$ cat config.mk
export PLATFORM = sky130hd
export DESIGN_NAME = mm4_row_buf
export DESIGN_NICKNAME = d
export VERILOG_FILES = /design/src/rtl/core/mm4_pkg.sv /design/src/rtl/core/mm4_row_buf.sv
export SDC_FILE = /design/constraint.sdc
export NUM_CORES = 1
export LEC_CHECK = 0
export ABC_AREA = 1
export BUFFER_PORTS_ARGS = -buffer_cell sky130_fd_sc_hd__buf_2
export CAP_MARGIN = 20
export CORE_AREA = 2 2 357 359
export DETAILED_ROUTE_END_ITERATION = 10
export DIE_AREA = 0 0 359 361
export GPL_TIMING_DRIVEN = 0
export SLEW_MARGIN = 0
export SYNTH_ARGS = -nofsm -noshare
export SYNTH_HDL_FRONTEND = slang
export SYNTH_SLANG_ARGS = --single-unit
export TNS_END_PERCENT = 5
$ cat constraint.sdc
create_clock -name clk_i -period 15.9 [get_ports clk_i]
set_input_delay 1.59 -clock clk_i [delete_from_list [all_inputs] [get_ports clk_i]]
set_output_delay 1.59 -clock clk_i [all_outputs]
set_load 0.01 [all_outputs]
$ cat src/rtl/core/mm4_pkg.sv
// ----------------------------------------------------------------------------
// mm4_pkg
// Shared types and constants for the 4x4 fixed-point matrix multiply unit.
// ----------------------------------------------------------------------------
package mm4_pkg;

  localparam int unsigned DIM       = 4;
  localparam int unsigned FRAC_BITS = 16;
  localparam int unsigned ElemW     = 32;
  localparam int unsigned RowW      = $clog2(DIM);

  typedef logic signed [ElemW-1:0] elem_t;
  typedef logic [RowW-1:0]         row_t;

  typedef struct packed {
    elem_t a_elem0;
    elem_t a_elem1;
    elem_t a_elem2;
    elem_t a_elem3;
    elem_t b_elem0;
    elem_t b_elem1;
    elem_t b_elem2;
    elem_t b_elem3;
  } in_req_t;

  typedef struct packed {
    elem_t c_elem0;
    elem_t c_elem1;
    elem_t c_elem2;
    elem_t c_elem3;
    row_t  out_row;
    logic  last_row;
  } out_req_t;

  // tag that follows a product row down the lane pipeline
  typedef struct packed {
    logic vld;
    row_t row;
    logic last;
  } issue_t;

endpackage

$ cat src/rtl/core/mm4_row_buf.sv
// ----------------------------------------------------------------------------
// mm4_row_buf
// Row storage for both operand matrices, input row counter and the
// sequencer that issues the product rows to the lanes.
// ----------------------------------------------------------------------------
module mm4_row_buf (
  input  logic              clk_i,
  input  logic              rst_ni,
  input  logic              in_valid_i,
  output logic              in_ready_o,
  input  mm4_pkg::in_req_t  in_req_i,
  input  logic              adv_i,
  output mm4_pkg::issue_t   issue_o,
  output mm4_pkg::elem_t    a_row_o [mm4_pkg::DIM],
  output mm4_pkg::elem_t    b_mat_o [mm4_pkg::DIM][mm4_pkg::DIM]
);

  localparam mm4_pkg::row_t LastRow = mm4_pkg::RowW'(mm4_pkg::DIM - 1);

  mm4_pkg::elem_t a_q [mm4_pkg::DIM][mm4_pkg::DIM];
  mm4_pkg::elem_t b_q [mm4_pkg::DIM][mm4_pkg::DIM];
  mm4_pkg::elem_t a_in [mm4_pkg::DIM];
  mm4_pkg::elem_t b_in [mm4_pkg::DIM];

  mm4_pkg::row_t wr_row_q, wr_row_d;
  mm4_pkg::row_t iss_row_q, iss_row_d;
  logic          busy_q, busy_d;
  logic          accept;

  assign a_in[0] = in_req_i.a_elem0;
  assign a_in[1] = in_req_i.a_elem1;
  assign a_in[2] = in_req_i.a_elem2;
  assign a_in[3] = in_req_i.a_elem3;
  assign b_in[0] = in_req_i.b_elem0;
  assign b_in[1] = in_req_i.b_elem1;
  assign b_in[2] = in_req_i.b_elem2;
  assign b_in[3] = in_req_i.b_elem3;

  assign in_ready_o = !busy_q;
  assign accept     = in_valid_i && !busy_q;

  always_comb begin
    wr_row_d  = wr_row_q;
    iss_row_d = iss_row_q;
    busy_d    = busy_q;
    if (accept) begin
      wr_row_d = (wr_row_q == LastRow) ? '0 : wr_row_q + 1'b1;
      if (wr_row_q == LastRow) begin
        busy_d    = 1'b1;
        iss_row_d = '0;
      end
    end else if (busy_q && adv_i) begin
      iss_row_d = iss_row_q + 1'b1;
      if (iss_row_q == LastRow) begin
        busy_d = 1'b0;
      end
    end
  end

  always_ff @(posedge clk_i or negedge rst_ni) begin
    if (!rst_ni) begin
      wr_row_q  <= '0;
      iss_row_q <= '0;
      busy_q    <= 1'b0;
    end else begin
      wr_row_q  <= wr_row_d;
      iss_row_q <= iss_row_d;
      busy_q    <= busy_d;
    end
  end

  // row storage, written only while no product rows are being issued
  always_ff @(posedge clk_i) begin
    if (accept) begin
      for (int j = 0; j < mm4_pkg::DIM; j++) begin
        a_q[wr_row_q][j] <= a_in[j];
        b_q[wr_row_q][j] <= b_in[j];
      end
    end
  end

  always_comb begin
    issue_o.vld  = busy_q;
    issue_o.row  = iss_row_q;
    issue_o.last = (iss_row_q == LastRow);
    for (int j = 0; j < mm4_pkg::DIM; j++) begin
      a_row_o[j] = a_q[iss_row_q][j];
    end
    for (int k = 0; k < mm4_pkg::DIM; k++) begin
      for (int j = 0; j < mm4_pkg::DIM; j++) begin
        b_mat_o[k][j] = b_q[k][j];
      end
    end
  end

endmodule

==> results by group <==
Status
  – Status: finished, final reports clean

Worst setup path
  – Critical path depth: 5
  – Crit-path cells: buf_2 > buf_2 > nand3_1 > nand2_1 > buf_2
  – Top cell by count, worst path: buf_2
  – Worst setup EP type: primary output
  – CP max stage delay: 430 ps
  – FF-to-FF Start: busy_q
  – Crit Path Class: register to primary output
  – RR Endpoint: a_q[2][116]
  – Worst R2R Path Depth: 8
  – Crit path DAT: 2590 ps
  – Crit-path slowest cell: buf_2
  – CP delay by family, top: buffers and inverters
  – Crit-path max FO: 10
  – Worst Setup Start Kind: register
  – Buf/Inv on CP: 3
  – CP required: 14310 ps
  – FF-to-FF setup slack: 12950 ps

Yosys
  – Seq/Total Area, Yosys: 82.8%
  – Mapped Cells: 2557
  – Syn_area_per_cell: 14.6 µm²
  – Synth Register Bits: 1029
  – Synth warn: 0
  – Syn_nets: 2822
  – Post-synthesis cell area: 37300 µm²
  – Unique cell type count in the Yosys netlist: 17

Detailed routing
  – Starting DRC count in detailed routing: 1803
  – DRT Wirelength: 123000 µm
  – Drt first pass iters: 5
  – Average wire per standard cell: 22.9 µm
  – DRC viols: 0
  – Final ANT Viol Nets: 0
  – Via density: 4.30
  – Vias: 23100

Final layout
  – Commonest non-fill, non-tap cells in the layout: edfxtp_1, buf_2, nand2_1, inv_1, nand3_1
  – Most common cell after layout, fill and taps aside: edfxtp_1
  – Final nets: 3871
  – Fraction of layout instances using a drive strength above 1: 32.1%
  – Area grow syn2layout: 29.4%

GRT
  – Remaining global-route overflow: 0
  – Initial antenna violation count: 57
  – First-pass GRT wire length: 170000 µm
  – Largest net degree at the start of global routing: 93
  – Vias in the first global route: 22800
  – Total track usage: 18.4%

STA
  – Hold Fails Final Rpt: 0
  – RSZ-0062 raised after global routing: no
  – Final Max Slew Viols: 0
  – Fin Hold WS: 560 ps
  – TNS Setup: 0 ps
  – Period Utilization, post-route: 26.3%
  – Worst-Margin Slew: 974 ps
  – Setup Skew: 47.1 ps
  – Fmax: 239 MHz
  – Final Setup Violations: 0
  – Relative slew slack: 35.0%
  – Post-layout min period: 4180 ps

Clock network
  – Setup Buffers After CTS: 0
  – Bufs on Longest Clock Path: 3
  – Post_cts resized: 0
  – Num CTS Buffers: 107
  – Clock transition at path regs: 60 ps
  – Clock sink count: 1029
  – Skew-Pair Late Insertion Delay: 750 ps
  – CTS tree: yes
  – Root buf cell: clkbuf_16
  – H-Tree Depth: 3
  – Post-CTS Hold Fix Bufs: 0

Pwr
  – Clk pwr share: 31.5%
  – Reg power frac: 42.1%
  – Static Leak: 20.3 nW
  – Combinational share of power: 26.3%
  – Worst VDD drop: 0.0973 mV
  – Power Internal: 5.30 mW
  – P_sw: 2.56 mW
  – PwrDens: 163 nW/µm²
  – Switch share: 32.6%

Place
  – GP Congestion: 0.819
  – I/O Buffers: 904
  – DP Wirelength: 90500 µm

Job
  – Max capacitance violation total: 0

Worst hold path
  – Worst hold path endpoint: wr_row_q[0]
  – Hold Path Class: register to register
  – Worst Min Path Start: wr_row_q[0]
  – Worst hold path depth: 2

Floorplanning
  – Initial Utilization: 29.7%
  – Die height: 361 µm
  – Row cnt: 130
  – Top Ports: 905
  – Width of the die: 359 µm
  – Core area: 125000 µm²
  – Die area: 130000 µm²
==> per-stage QoR <==
| step | cells | area (µm²) | utilization [%] | total power, mW | setup WS, ps |
|---|---|---|---|---|---|
| floorplan | 2557 | 37300 | - | 4.49 | 2690 |
| global placement | 5111 | 43900 | 35.0 | 5.59 | -7070 |
| global route | 5361 | 48200 | 38.5 | 8.21 | 11590 |
| finish | 5368 | 48300 | 38.5 | 7.85 | 11720 |
| CTS | 5344 | 48200 | 38.4 | 7.95 | 11640 |
| detailed placement | 5147 | 44700 | 35.6 | 5.47 | 11770 |
==> worst max-delay path by stage <==
| stage | startpoint | end | slack [ps] |
|---|---|---|---|
| floorplan | in_valid_i | a_q[0][0] | 2690 |
| global route | iss_row_q[1] | a_row_o[100] | 11590 |
| CTS | iss_row_q[0] | a_row_o[117] | 11640 |
| global placement | in_valid_i | b_q[0][97] | -7070 |
| detailed placement | in_valid_i | b_q[1][35] | 11770 |
| finish | iss_row_q[1] | a_row_o[100] | 11720 |
==> registers in the layout (all words and copies together) (netlist names) <==
signal,count
busy_q,1
b_q,512
a_q,512
iss_row_q,2
wr_row_q,2
==> layout make-up <==
type | count | area, µm²
timing repair buffer | 940 | 5320
clock inverter | 69 | 747
inverter | 522 | 1970
fill | 11800 | 77200
buffer | 86 | 612
sequential | 1029 | 30900
multi-input combinational | 920 | 3850
antenna | 24 | 60.1
tap | 1650 | 2060
clock buffer | 128 | 2760
==> worst min-delay path, cell delays in order, from the launching register on <==
cell and delay, ps:
dfrtp_1 400, nand2_1 60, o21ai_0 60
==> synthesized netlist by cell type <==
| library cell | number | area, µm² |
|---|---|---|
| inv_4 | 1 | 6.26 |
| buf_2 | 51 | 255 |
| buf_4 | 9 | 67.6 |
| nand2_1 | 648 | 2430 |
| inv_1 | 521 | 1960 |
| ha_1 | 5 | 62.6 |
| o21ai_0 | 1 | 5.00 |
| o21a_1 | 1 | 7.51 |
| or2_2 | 1 | 6.26 |
| clkbuf_1 | 1 | 3.75 |
| buf_8 | 1 | 15.0 |
| nor2_1 | 3 | 11.3 |
| edfxtp_1 | 1024 | 30700 |
| a21oi_1 | 2 | 10.0 |
| dfrtp_1 | 5 | 125 |
| buf_6 | 24 | 270 |
| nand3_1 | 259 | 1300 |
==> power by group through the flow <==
stage	Combinational, mW	Sequential, mW	Clock, mW
finish	2.07	3.31	2.48
global route	2.26	3.33	2.62
CTS	2.12	3.31	2.53
detailed placement	2.11	3.36	0
global placement	2.03	3.56	0
floorplan	0.968	3.52	0
==> cells by family after synthesis <==
family	after synthesis	synth area share [%]
DFF	1029	82.8
and+or+nand+nor	911	10.0
buffers and inverters	608	6.90
adders and majority gates	5	0.168
AOI/OAI and AO/OA	4	0.0604
==> per-layer routing <==
layer / track usage (%) / up-vias / wire length (µm)
met2: 31.8 / 939 / 61900
met4: 7.08 / 16 / 3930
met5: 0 / - / 105
met3: 6.58 / 208 / 11000
li1: - / 10600 / -
met1: 20.9 / 11300 / 45800
No activity file was read; power rests on OpenSTA's default activity.
